<file path="config.mk">
export PLATFORM = sky130hd
export DESIGN_NAME = two_stack_sort_core
export DESIGN_NICKNAME = d
export VERILOG_FILES = /design/src/rtl/core/tss_pkg.sv /design/src/rtl/core/two_stack_sort_core.sv /design/src/rtl/core/tss_ram.sv
export SDC_FILE = /design/constraint.sdc
export NUM_CORES = 2
export LEC_CHECK = 0
export BUFFER_PORTS_ARGS = -buffer_cell sky130_fd_sc_hd__buf_2
export CORE_MARGIN = 4
export CORE_UTILIZATION = 63
export CTS_CLUSTER_DIAMETER = 200
export CTS_CLUSTER_SIZE = 30
export DETAILED_ROUTE_END_ITERATION = 6
export PLACE_DENSITY = 0.79
export SETUP_SLACK_MARGIN = 0.15
export SLEW_MARGIN = 40
export SYNTH_ARGS = -nofsm -noshare
export SYNTH_HDL_FRONTEND = slang
export SYNTH_HIERARCHICAL = 1
export SYNTH_SLANG_ARGS = --single-unit
</file>
<file path="constraint.sdc">
create_clock -name clk -period 9.3 [get_ports clk]
set_clock_uncertainty 0.05 [all_clocks]
set_input_delay 0.465 -clock clk [delete_from_list [all_inputs] [get_ports clk]]
set_output_delay 0.465 -clock clk [all_outputs]
set_load 0.02 [all_outputs]
</file>
<file path="src/rtl/core/tss_pkg.sv">
// Package with types and constants of the two-stack sort core.
`timescale 1ns / 1ps

package tss_pkg;

  localparam int VALUE_W   = 32;
  localparam int DEPTH_DEF = 64;

  typedef enum logic [2:0] {
    ST_LOAD,
    ST_START,
    ST_HELD,
    ST_CMP,
    ST_TOP,
    ST_OUT_RD,
    ST_OUT_LD
  } tss_state_t;

endpackage

</file>
<file path="src/rtl/core/two_stack_sort_core.sv">
// Top level of the two-stack sort core: loader, sort sequencer and result stage.
//
//   Channel  Ports                         Contents
//   -------  ----------------------------  ------------------------------------------
//   input    in_tvalid/in_tready/in_tdata  value to load; in_tlast starts the sort
//   output   out_tvalid/out_tready/...     values in descending order; tlast on the
//                                          final one, tuser flags dropped inputs
//
// Loading takes one transfer per cycle while in_tready is high. After the last input
// the sequencer runs the two-stack sort through a single signed comparator: each
// compare step is a stack move followed, unless the sorted stack ran empty, by the
// registered RAM read that refills the held or top element. Each result is then read
// only once the output register has drained, so the next read waits for the previous
// result to be taken. Reset is synchronous and clears only control state; the stack
// RAMs are not cleared since entries above the counts are never read. in_tready is
// low from the last input until the final result sits in the output register; that
// result may wait while the next set loads.
`timescale 1ns / 1ps

module two_stack_sort_core #(
  parameter int DEPTH = tss_pkg::DEPTH_DEF
) (
  input  logic                        clk,
  input  logic                        rst_n,
  // Input channel.
  input  logic                        in_tvalid,
  output logic                        in_tready,
  input  logic [tss_pkg::VALUE_W-1:0] in_tdata,   // [31:0] value
  input  logic                        in_tlast,   // last
  // Result channel.
  output logic                        out_tvalid,
  input  logic                        out_tready,
  output logic [tss_pkg::VALUE_W-1:0] out_tdata,  // [31:0] value_res
  output logic                        out_tlast,  // last_res
  output logic                        out_tuser   // [0] overflowed
);

  import tss_pkg::*;

  localparam int AW = $clog2(DEPTH);
  localparam int CW = $clog2(DEPTH + 1);
  localparam logic [CW-1:0] DEPTH_C = CW'(DEPTH);
  localparam logic [CW-1:0] ONE_C   = CW'(1);
  localparam logic [CW-1:0] TWO_C   = CW'(2);

  tss_state_t state_r, state_nxt;

  // Stack depths, held element and cached top of the sorted stack.
  logic [CW-1:0]      src_cnt_r, src_cnt_nxt;
  logic [CW-1:0]      srt_cnt_r, srt_cnt_nxt;
  logic [VALUE_W-1:0] held_r, held_nxt;
  logic [VALUE_W-1:0] top_r, top_nxt;
  logic               ovf_r, ovf_nxt;

  // Output register.
  logic               out_valid_r, out_valid_nxt;
  logic [VALUE_W-1:0] out_data_r, out_data_nxt;
  logic               out_last_r, out_last_nxt;
  logic               out_user_r, out_user_nxt;

  // Stack RAM ports.
  logic               src_we, srt_we;
  logic [AW-1:0]      src_waddr, src_raddr, srt_waddr, srt_raddr;
  logic [VALUE_W-1:0] src_wdata, src_rdata, srt_wdata, srt_rdata;

  logic in_xfer;
  logic top_gt;
  logic loop_go;

  tss_ram #(.WIDTH(VALUE_W), .DEPTH(DEPTH)) u_src_ram (
    .clk   (clk),
    .we    (src_we),
    .waddr (src_waddr),
    .wdata (src_wdata),
    .raddr (src_raddr),
    .rdata (src_rdata)
  );

  tss_ram #(.WIDTH(VALUE_W), .DEPTH(DEPTH)) u_srt_ram (
    .clk   (clk),
    .we    (srt_we),
    .waddr (srt_waddr),
    .wdata (srt_wdata),
    .raddr (srt_raddr),
    .rdata (srt_rdata)
  );

  assign in_tready  = (state_r == ST_LOAD);
  assign in_xfer    = in_tvalid && in_tready;
  assign out_tvalid = out_valid_r;
  assign out_tdata  = out_data_r;
  assign out_tlast  = out_last_r;
  assign out_tuser  = out_user_r;

  // The one shared comparator: is the sorted stack's top strictly above the held value?
  assign top_gt  = $signed(top_r) > $signed(held_r);
  // The sort keeps going while source values remain or the held value still has to
  // sink below larger entries of the sorted stack.
  assign loop_go = (src_cnt_r != '0) || ((srt_cnt_r != '0) && top_gt);

  always_ff @(posedge clk) begin
    if (!rst_n) begin
      state_r     <= ST_LOAD;
      src_cnt_r   <= '0;
      srt_cnt_r   <= '0;
      ovf_r       <= 1'b0;
      out_valid_r <= 1'b0;
    end else begin
      state_r     <= state_nxt;
      src_cnt_r   <= src_cnt_nxt;
      srt_cnt_r   <= srt_cnt_nxt;
      ovf_r       <= ovf_nxt;
      out_valid_r <= out_valid_nxt;
    end
  end

  always_ff @(posedge clk) begin
    held_r     <= held_nxt;
    top_r      <= top_nxt;
    out_data_r <= out_data_nxt;
    out_last_r <= out_last_nxt;
    out_user_r <= out_user_nxt;
  end

  always_comb begin
    state_nxt     = state_r;
    src_cnt_nxt   = src_cnt_r;
    srt_cnt_nxt   = srt_cnt_r;
    held_nxt      = held_r;
    top_nxt       = top_r;
    ovf_nxt       = ovf_r;
    out_valid_nxt = out_valid_r && !out_tready;
    out_data_nxt  = out_data_r;
    out_last_nxt  = out_last_r;
    out_user_nxt  = out_user_r;

    src_we    = 1'b0;
    src_waddr = src_cnt_r[AW-1:0];
    src_wdata = in_tdata;
    src_raddr = AW'(src_cnt_r - ONE_C);
    srt_we    = 1'b0;
    srt_waddr = srt_cnt_r[AW-1:0];
    srt_wdata = held_r;
    srt_raddr = AW'(srt_cnt_r - ONE_C);

    case (state_r)
      ST_LOAD: begin
        if (in_xfer) begin
          if (src_cnt_r < DEPTH_C) begin
            src_we      = 1'b1;
            src_cnt_nxt = src_cnt_r + ONE_C;
          end else begin
            ovf_nxt = 1'b1;
          end
          if (in_tlast) begin
            srt_cnt_nxt = '0;
            state_nxt   = ST_START;
          end
        end
      end

      ST_START: begin
        // Pop the first held value off the source stack, or go back to loading if it is empty.
        if (src_cnt_r == '0) begin
          ovf_nxt   = 1'b0;
          state_nxt = ST_LOAD;
        end else begin
          src_cnt_nxt = src_cnt_r - ONE_C;
          state_nxt   = ST_HELD;
        end
      end

      ST_HELD: begin
        held_nxt  = src_rdata;
        state_nxt = ST_CMP;
      end

      ST_CMP: begin
        if (!loop_go) begin
          // Sort done: the held value goes on top of the sorted stack.
          srt_we      = 1'b1;
          srt_cnt_nxt = srt_cnt_r + ONE_C;
          state_nxt   = ST_OUT_RD;
        end else if ((srt_cnt_r == '0) || !top_gt) begin
          // Held value fits on the sorted stack; fetch the next source value.
          srt_we      = 1'b1;
          srt_cnt_nxt = srt_cnt_r + ONE_C;
          top_nxt     = held_r;
          src_cnt_nxt = src_cnt_r - ONE_C;
          state_nxt   = ST_HELD;
        end else begin
          // Larger sorted value moves back to the source stack.
          src_we      = 1'b1;
          src_wdata   = top_r;
          src_cnt_nxt = src_cnt_r + ONE_C;
          srt_cnt_nxt = srt_cnt_r - ONE_C;
          srt_raddr   = AW'(srt_cnt_r - TWO_C);
          state_nxt   = (srt_cnt_r > ONE_C) ? ST_TOP : ST_CMP;
        end
      end

      ST_TOP: begin
        top_nxt   = srt_rdata;
        state_nxt = ST_CMP;
      end

      ST_OUT_RD: begin
        // Read the next result once the output register is free.
        if (!out_valid_r) begin
          srt_cnt_nxt = srt_cnt_r - ONE_C;
          state_nxt   = ST_OUT_LD;
        end
      end

      ST_OUT_LD: begin
        out_valid_nxt = 1'b1;
        out_data_nxt  = srt_rdata;
        out_last_nxt  = (srt_cnt_r == '0);
        out_user_nxt  = ovf_r;
        if (srt_cnt_r == '0) begin
          src_cnt_nxt = '0;
          ovf_nxt     = 1'b0;
          state_nxt   = ST_LOAD;
        end else begin
          state_nxt = ST_OUT_RD;
        end
      end

      default: begin
        state_nxt = ST_LOAD;
      end
    endcase
  end

endmodule

</file>
<file path="src/rtl/core/tss_ram.sv">
// Generic single-write, single-read RAM with registered read data.
`timescale 1ns / 1ps

module tss_ram #(
  parameter int WIDTH = 32,
  parameter int DEPTH = 64
) (
  input  logic                     clk,
  input  logic                     we,
  input  logic [$clog2(DEPTH)-1:0] waddr,
  input  logic [WIDTH-1:0]         wdata,
  input  logic [$clog2(DEPTH)-1:0] raddr,
  output logic [WIDTH-1:0]         rdata
);

  logic [WIDTH-1:0] mem [DEPTH];

  always_ff @(posedge clk) begin
    if (we) begin
      mem[waddr] <= wdata;
    end
    rdata <= mem[raddr];
  end

endmodule

</file>
# Word-level counts from Yosys, hierarchy flattened
# Memories as Yosys holds them, arrays and structs flattened. A register that Yosys moved wholly into a read port is not among the register bits.
# Index checks and enable logic that the tools add are counted.
[word_totals]
register_bits = 117
mem_bits_rw = 4096
inputBits = 37
n_memories = 2
[op_classes]
add_sub_neg = 5
n_lt_le_gt_ge = 3
eq_ne = 16
mux = 49
reduce_logical = 22
[mem_list]
columns = ["name", "depth", "word_bits", "read_ports", "rd_clocked_by_memory_dff", "write_ports", "line", "rtl"]
rows = [
  ["u_src_ram.mem", 64, 32, 1, 1, 1, "tss_ram.sv:16", "logic [WIDTH-1:0] mem [DEPTH];"],
  ["u_srt_ram.mem", 64, 32, 1, 1, 1, "tss_ram.sv:16", ""],
]
[op_table]
columns = ["op", "n"]
rows = [
  ["$mux W32", 5],
  ["$mux W7", 11],
  ["$pmux W32 S2", 1],
  ["$gt A32 B32 Y1", 1],
  ["$pmux W7 S4", 1],
  ["$mux W3", 7],
  ["$pmux W7 S3", 1],
  ["$mux W6", 3],
  ["$pmux W3 S6", 1],
  ["$mux W1", 16],
  ["$add A7 B1 Y7 const B", 2],
  ["$logic_not A7 Y1", 2],
  ["$ne A2 B2 Y1 const B", 7],
  ["$reduce_bool A7 Y1", 2],
  ["$sub A7 B1 Y7 const B", 2],
  ["$eq A3 B3 Y1 const B", 3],
  ["$gt A7 B1 Y1 const B", 1],
  ["$lt A7 B7 Y1 const B", 1],
  ["$eq A3 B2 Y1 const B", 2],
  ["$ne A2 B1 Y1 const B", 3],
  ["$reduce_and A3 Y1", 2],
  ["$reduce_and A6 Y1", 1],
  ["$reduce_bool A3 Y1", 2],
  ["$sub A6 B2 Y6 const B", 1],
  ["other kinds (13)", 17],
]

# Longest topological paths before layout
[depth]
depth_word = 8
depth_mapped = 20
mapped_depth_nobuf = 16

# By module
# Netlist, hierarchy kept.
[modules_own_cells]
columns = ["mod", "instances", "cells_each", "area_per_inst_um2", "seq_area_each_um2"]
rows = [
  ["tss_ram", 2, 3324, 78515.3, 62139.6],
  ["two_stack_sort_core", 1, 640, 6298.5, 3323.2],
]

# Worst setup path after synthesis
# No wires, ideal clock.
[synth_timing]
path_type = "reg-to-reg"
from = "register held_r[30]"
to = "memory u_src_ram.mem[49][0] (enable)"
setup_ns = 0.461
t_arrival_ns = 6.189
path_slack_ns = 2.600
path_stages_with_launch = 14
n_path_buf = 2
period_less_slack_ns = 6.700
cell_sequence = "edfxtp_1 > inv_1 > ha_1 > nand4_2 > or4_1 > or3_4 > a31oi_4 > o211ai_2 > buf_2 > buf_2 > o21ai_1 > nor2b_1 > nand4_1 > nor3_1"
[synth_via]
elab_chain_len = 8
word_cells_on_any_way = 10
[synth_lines]
columns = ["element", "line", "rtl"]
rows = [
  ["from (decl)", "two_stack_sort_core.sv:51", "logic [VALUE_W-1:0] held_r, held_nxt;"],
  ["from (signal assigned)", "two_stack_sort_core.sv:118", "held_r <= held_nxt;"],
  ["$gt A32 B32 Y1 *", "two_stack_sort_core.sv:96", "assign top_gt = $signed(top_r) > $signed(held_r);"],
  ["$logic_not A1 Y1", "two_stack_sort_core.sv:184", "end else if ((srt_cnt_r == '0) || !top_gt) begin"],
  ["$logic_or A1 B1 Y1", "two_stack_sort_core.sv:184", ""],
  ["$mux W1", "two_stack_sort_core.sv:184", ""],
  ["$mux W1 *", "two_stack_sort_core.sv:179", "if (!loop_go) begin"],
  ["$pmux W1 S2 *", "two_stack_sort_core.sv:146", "case (state_r)"],
  ["named net src_we", "two_stack_sort_core.sv:62", "logic src_we, srt_we;"],
  ["$mux W1 *", "tss_ram.sv:19", "if (we) begin"],
  ["$mux W1 (not written as such) *", "tss_ram.sv:20", "mem[waddr] <= wdata;"],
  ["to (decl)", "tss_ram.sv:16", ""],
]
# Mark *: on every way through the listed nets, which the timed path passes. The rest lies on a longest branch.

# Worst setup path after layout
[layout_timing]
from = "register held_r[23]"
to = "register u_srt_ram.rdata[23] (read register of u_srt_ram.mem)"
[layout_via]
elab_chain_len = 6
word_cells_on_any_way = 8
[layout_lines]
columns = ["element", "line", "rtl"]
rows = [
  ["$gt A32 B32 Y1 *", "two_stack_sort_core.sv:96", ""],
  ["$logic_not A1 Y1", "two_stack_sort_core.sv:184", ""],
  ["$logic_or A1 B1 Y1", "two_stack_sort_core.sv:184", ""],
  ["$mux W6", "two_stack_sort_core.sv:184", ""],
  ["$mux W6 *", "two_stack_sort_core.sv:179", ""],
  ["$mux W6 *", "two_stack_sort_core.sv:146", ""],
  ["named net srt_raddr[0]", "two_stack_sort_core.sv:63", "logic [AW-1:0] src_waddr, src_raddr, srt_waddr, srt_raddr;"],
  ["to (decl)", "tss_ram.sv:13", "output logic [WIDTH-1:0] rdata"],
]
# Marks and branches as above.
# A chain may end at the register's enable or synchronous reset.

==> flow_summary_export.csv <==
group,metric,value,unit
outcome,outcome,"finished with violations",
outcome,failed_checks,"DRC",
clocking,cts_root_buffer,"clkbuf_16",
setup_path,arrival,8.07,ns
floorplanning,core_area,0.2574,sq mm
routing,num_vias,79877,
synth,synth_edf_count,4194,
sta,slew_viol_final,0,
sta,hold_viol,0,
setup_path,path_class,"flop to flop",
clocking,cts-buffers-inserted,160,
global_route,antenna_found_initial,39,
sta,maxSlewHeadroom,36.37,%
setup_path,start_kind,"flop",
routing,routedWlPerCell,39.13,um
floorplanning,dieWidth,517.2,um
synth,syn_area_per_cell,22.41,sq um
place,gp_congestion,0.9599,
clocking,clock_sinks,4277,
routing,postRouteAntennaNets,0,
layout,n_fill_cell,14993,
synth,ys_warn_count,6,
sta,finalSetupTns,0,ns
setup_path,end_kind,"flop",
worst_hold_path,hold_path_class,"input port to flop",
synth,ys_types,78,
layout,fin_cells,10901,
flow_run,drv_cap,0,
clocking,clock_latency,0.91,ns
layout,final_util,67.84,%
sta,rsz0062_at_grt,"false",
synth,synth_flop_cell,"edfxtp_1",
layout,area_growth,6.915,%
clocking,htree_levels,4,
routing,drt-vias-per-instance,7.327,
sta,min_period_over_period,79.07,%
pwr,leakage,54.70,nW
global_route,overflow,0,
place,pre_cts_slack,2.243,ns
place,dp.final_hpwl,237600,um
sta,hold_ws,0.07279,ns
routing,dr.pass1.iters,7,
clocking,cts_tree,"built",
global_route,grt_max_degree,103,
floorplanning,row_count,186,
routing,drt-total-wl,426500,um
sta,final.min_clock_period,7.354,ns
synth,synth_seq_cells,4277,
pwr,cellPowerDensity,211.4,mW/mm^2
sta,timing.fmax,136.0,MHz
sta,layout_setup_ws,1.946,ns
synth,synth_area,0.1633,sq mm
synth,async_reset_ff_share,0,%
place,placed_cells,10624,
routing,drt_iter0_markers,14875,
synth,ys_seq_area_share,78.13,%
setup_path,cp.required,10.01,ns
layout,nNetsFinal,7489,
global_route,track_usage,32.35,%
synth,netlist_instances,7288,
floorplanning,io_pins,73,
synth,syn-num-nets,7366,
setup_path,cp_max_fo,75,
clocking,clkTransAtPathRegs,0.12,ns
global_route,grt_pass1_vias,79040,
sta,worst_pin_slew,0.9545,ns
clocking,postCtsSetupBuffers,0,
pwr,ir_worst_vdd,0.2473,mV
place,io_buffers,72,
layout,layout-drive-gt1-share,24.83,%
floorplanning,start_util,63.46,%
floorplanning,die-area,0.2675,sq mm
floorplanning,die_h,517.2,um
global_route,grt_first_pass_wirelength,601500,um
clocking,clock_path_buffers,3,
sta,setup-violations-final,0,
routing,drc,6,
-- worst paths after layout --
check | start | to | slack, ns | depth (start not counted)
max | held_r[23]$_DFFE_PN_ | u_srt_ram/rdata[23]$_DFF_P_ | 1.95 | 17
min | in_tlast | state_r[0]$_SDFFE_PN0P_ | 0.07 | 5
max reg2reg | held_r[23]$_DFFE_PN_ | u_srt_ram/rdata[23]$_DFF_P_ | 1.95 | 17
min reg2reg | u_src_ram/rdata[1]$_DFF_P_ | held_r[1]$_DFFE_PN_ | 0.37 | 0
-- report_power, final --
group | internal (mW) | switching, mW | leakage (nW) | total (mW)
combinational | 2.30 | 4.06 | 14.1 | 6.36
clock | 3.31 | 5.51 | 2.19 | 8.82
sequential | 21.3 | 0.406 | 38.4 | 21.7
-- cells by family (layout without fill, tap and decap cells) --
| family | after synthesis | count (layout) | synth area share, % |
|---|---|---|---|
| fa+ha+maj | 41 | 41 | 0.3141 |
| xor+xnor | 14 | 14 | 0.07508 |
| other cells | 0 | 18 | 0 |
| simple gates | 704 | 704 | 1.913 |
| mux | 1281 | 1281 | 16.19 |
| compound gates | 531 | 531 | 2.119 |
| flops | 4277 | 4277 | 78.13 |
| buf+inv | 440 | 651 | 1.266 |
-- layout make-up --
type	instances	area, sq um	share of cell area [%]
sequential	4277	127600	73.07
multi-input combinational	2571	35020	20.05
clock inverter	14	271.5	0.1555
clock buffer	236	4310	2.468
inverter	48	201.4	0.1154
antenna	18	45.04	0.02579
timing repair buffer	353	2937	1.682
tap	3384	4234	2.425
-- state kept, by name, indices dropped and copies added, names as in the netlist --
signal	flops
held_r	32
u_src_ram/rdata	32
out_tuser	1
u_src_ram/mem	2048
out_tlast	1
ovf_r	1
srt_cnt_r	7
out_tvalid	1
out_tdata	32
src_cnt_r	7
u_srt_ram/rdata	32
top_r	32
u_srt_ram/mem	2048
state_r	3
-- layer usage --
metal | vias up | track usage [%] | share of wire [%]
met3 | 1014 | 9.032 | 14
met4 | 16 | 15.23 | 5.9
li1 | 30688 | - | -
met5 | - | 0 | 0.024
met2 | 6452 | 49.05 | 47
met1 | 41707 | 44.54 | 33
-- placed cells by master, fill, tap and decap left out, types with 15 or more instances in the layout --
cell       instances
nor2b_1           28
a21oi_1          151
nor3_1            17
nor2_1           171
clkbuf_1          75
inv_1             44
buf_12            20
clkbuf_16        161
o221ai_1          54
nor2_4           125
edfxtp_1        4194
diode_2           18
mux4_2          1088
o22ai_1          169
dfxtp_1           81
buf_4            239
nand3_1           15
buf_2             72
nand2_2           33
a22oi_1           27
ha_1              41
nand2_1          193
o21ai_0           45
mux2i_1          190
-- what timing repair did --
action                     in CTS  in global routing
hold buffers                    3                  0
hold endpoints to repair       12                  0
gates resized for setup         0                  0
setup endpoints to repair       0                  0
-- per-stage QoR --
step,area (sq um),power (mW)
after floorplan,163300,25.63
after global placement,169400,28.14
after detailed placement,169800,28.31
after CTS,174400,36.81
after global routing,174600,37.88
final,174600,36.92
-- worst max-delay path, cell delays in order, from the launching register on --
cell and delay (ns):
edfxtp_1 0.34, buf_4 0.60, inv_1 0.14, ha_1 0.36, nand4_1 0.23, or4_1 0.56, or3_4 0.37, and4_4 0.23
o211ai_4 0.47, buf_4 0.46, xnor2_2 0.20, buf_4 0.52, buf_12 0.53, mux4_2 0.57, mux2i_1 0.43, a21oi_1 0.17
a21oi_1 0.69, nor2_1 0.08
-- cell usage after synthesis (all sizes together) (4+ instances only) --
master / n / share of area, %
a21o: 4 / 0.019
a311oi: 16 / 0.086
mux4: 1088 / 15
a22oi: 27 / 0.12
or3b: 10 / 0.054
o221ai: 54 / 0.29
o211ai: 8 / 0.048
or2: 8 / 0.031
o21ai: 51 / 0.16
and3: 9 / 0.034
nand4: 10 / 0.042
a21oi: 157 / 0.48
o32ai: 11 / 0.059
xor2: 5 / 0.027
nor2b: 33 / 0.13
a41o: 8 / 0.049
nand3b: 11 / 0.051
a31oi: 6 / 0.041
nand2b: 21 / 0.082
inv: 48 / 0.11
o22ai: 170 / 0.65
or3: 8 / 0.034
nand2: 227 / 0.52
nand3: 24 / 0.074
nor2: 297 / 0.68
buf: 226 / 0.77
and2: 11 / 0.042
nor3: 21 / 0.064
ha: 41 / 0.31
edfxtp: 4194 / 77
clkbuf: 166 / 0.38
mux2i: 190 / 1.2
xnor2: 9 / 0.048
dfxtp: 83 / 1.0
Power figures use the tool's default switching activity.
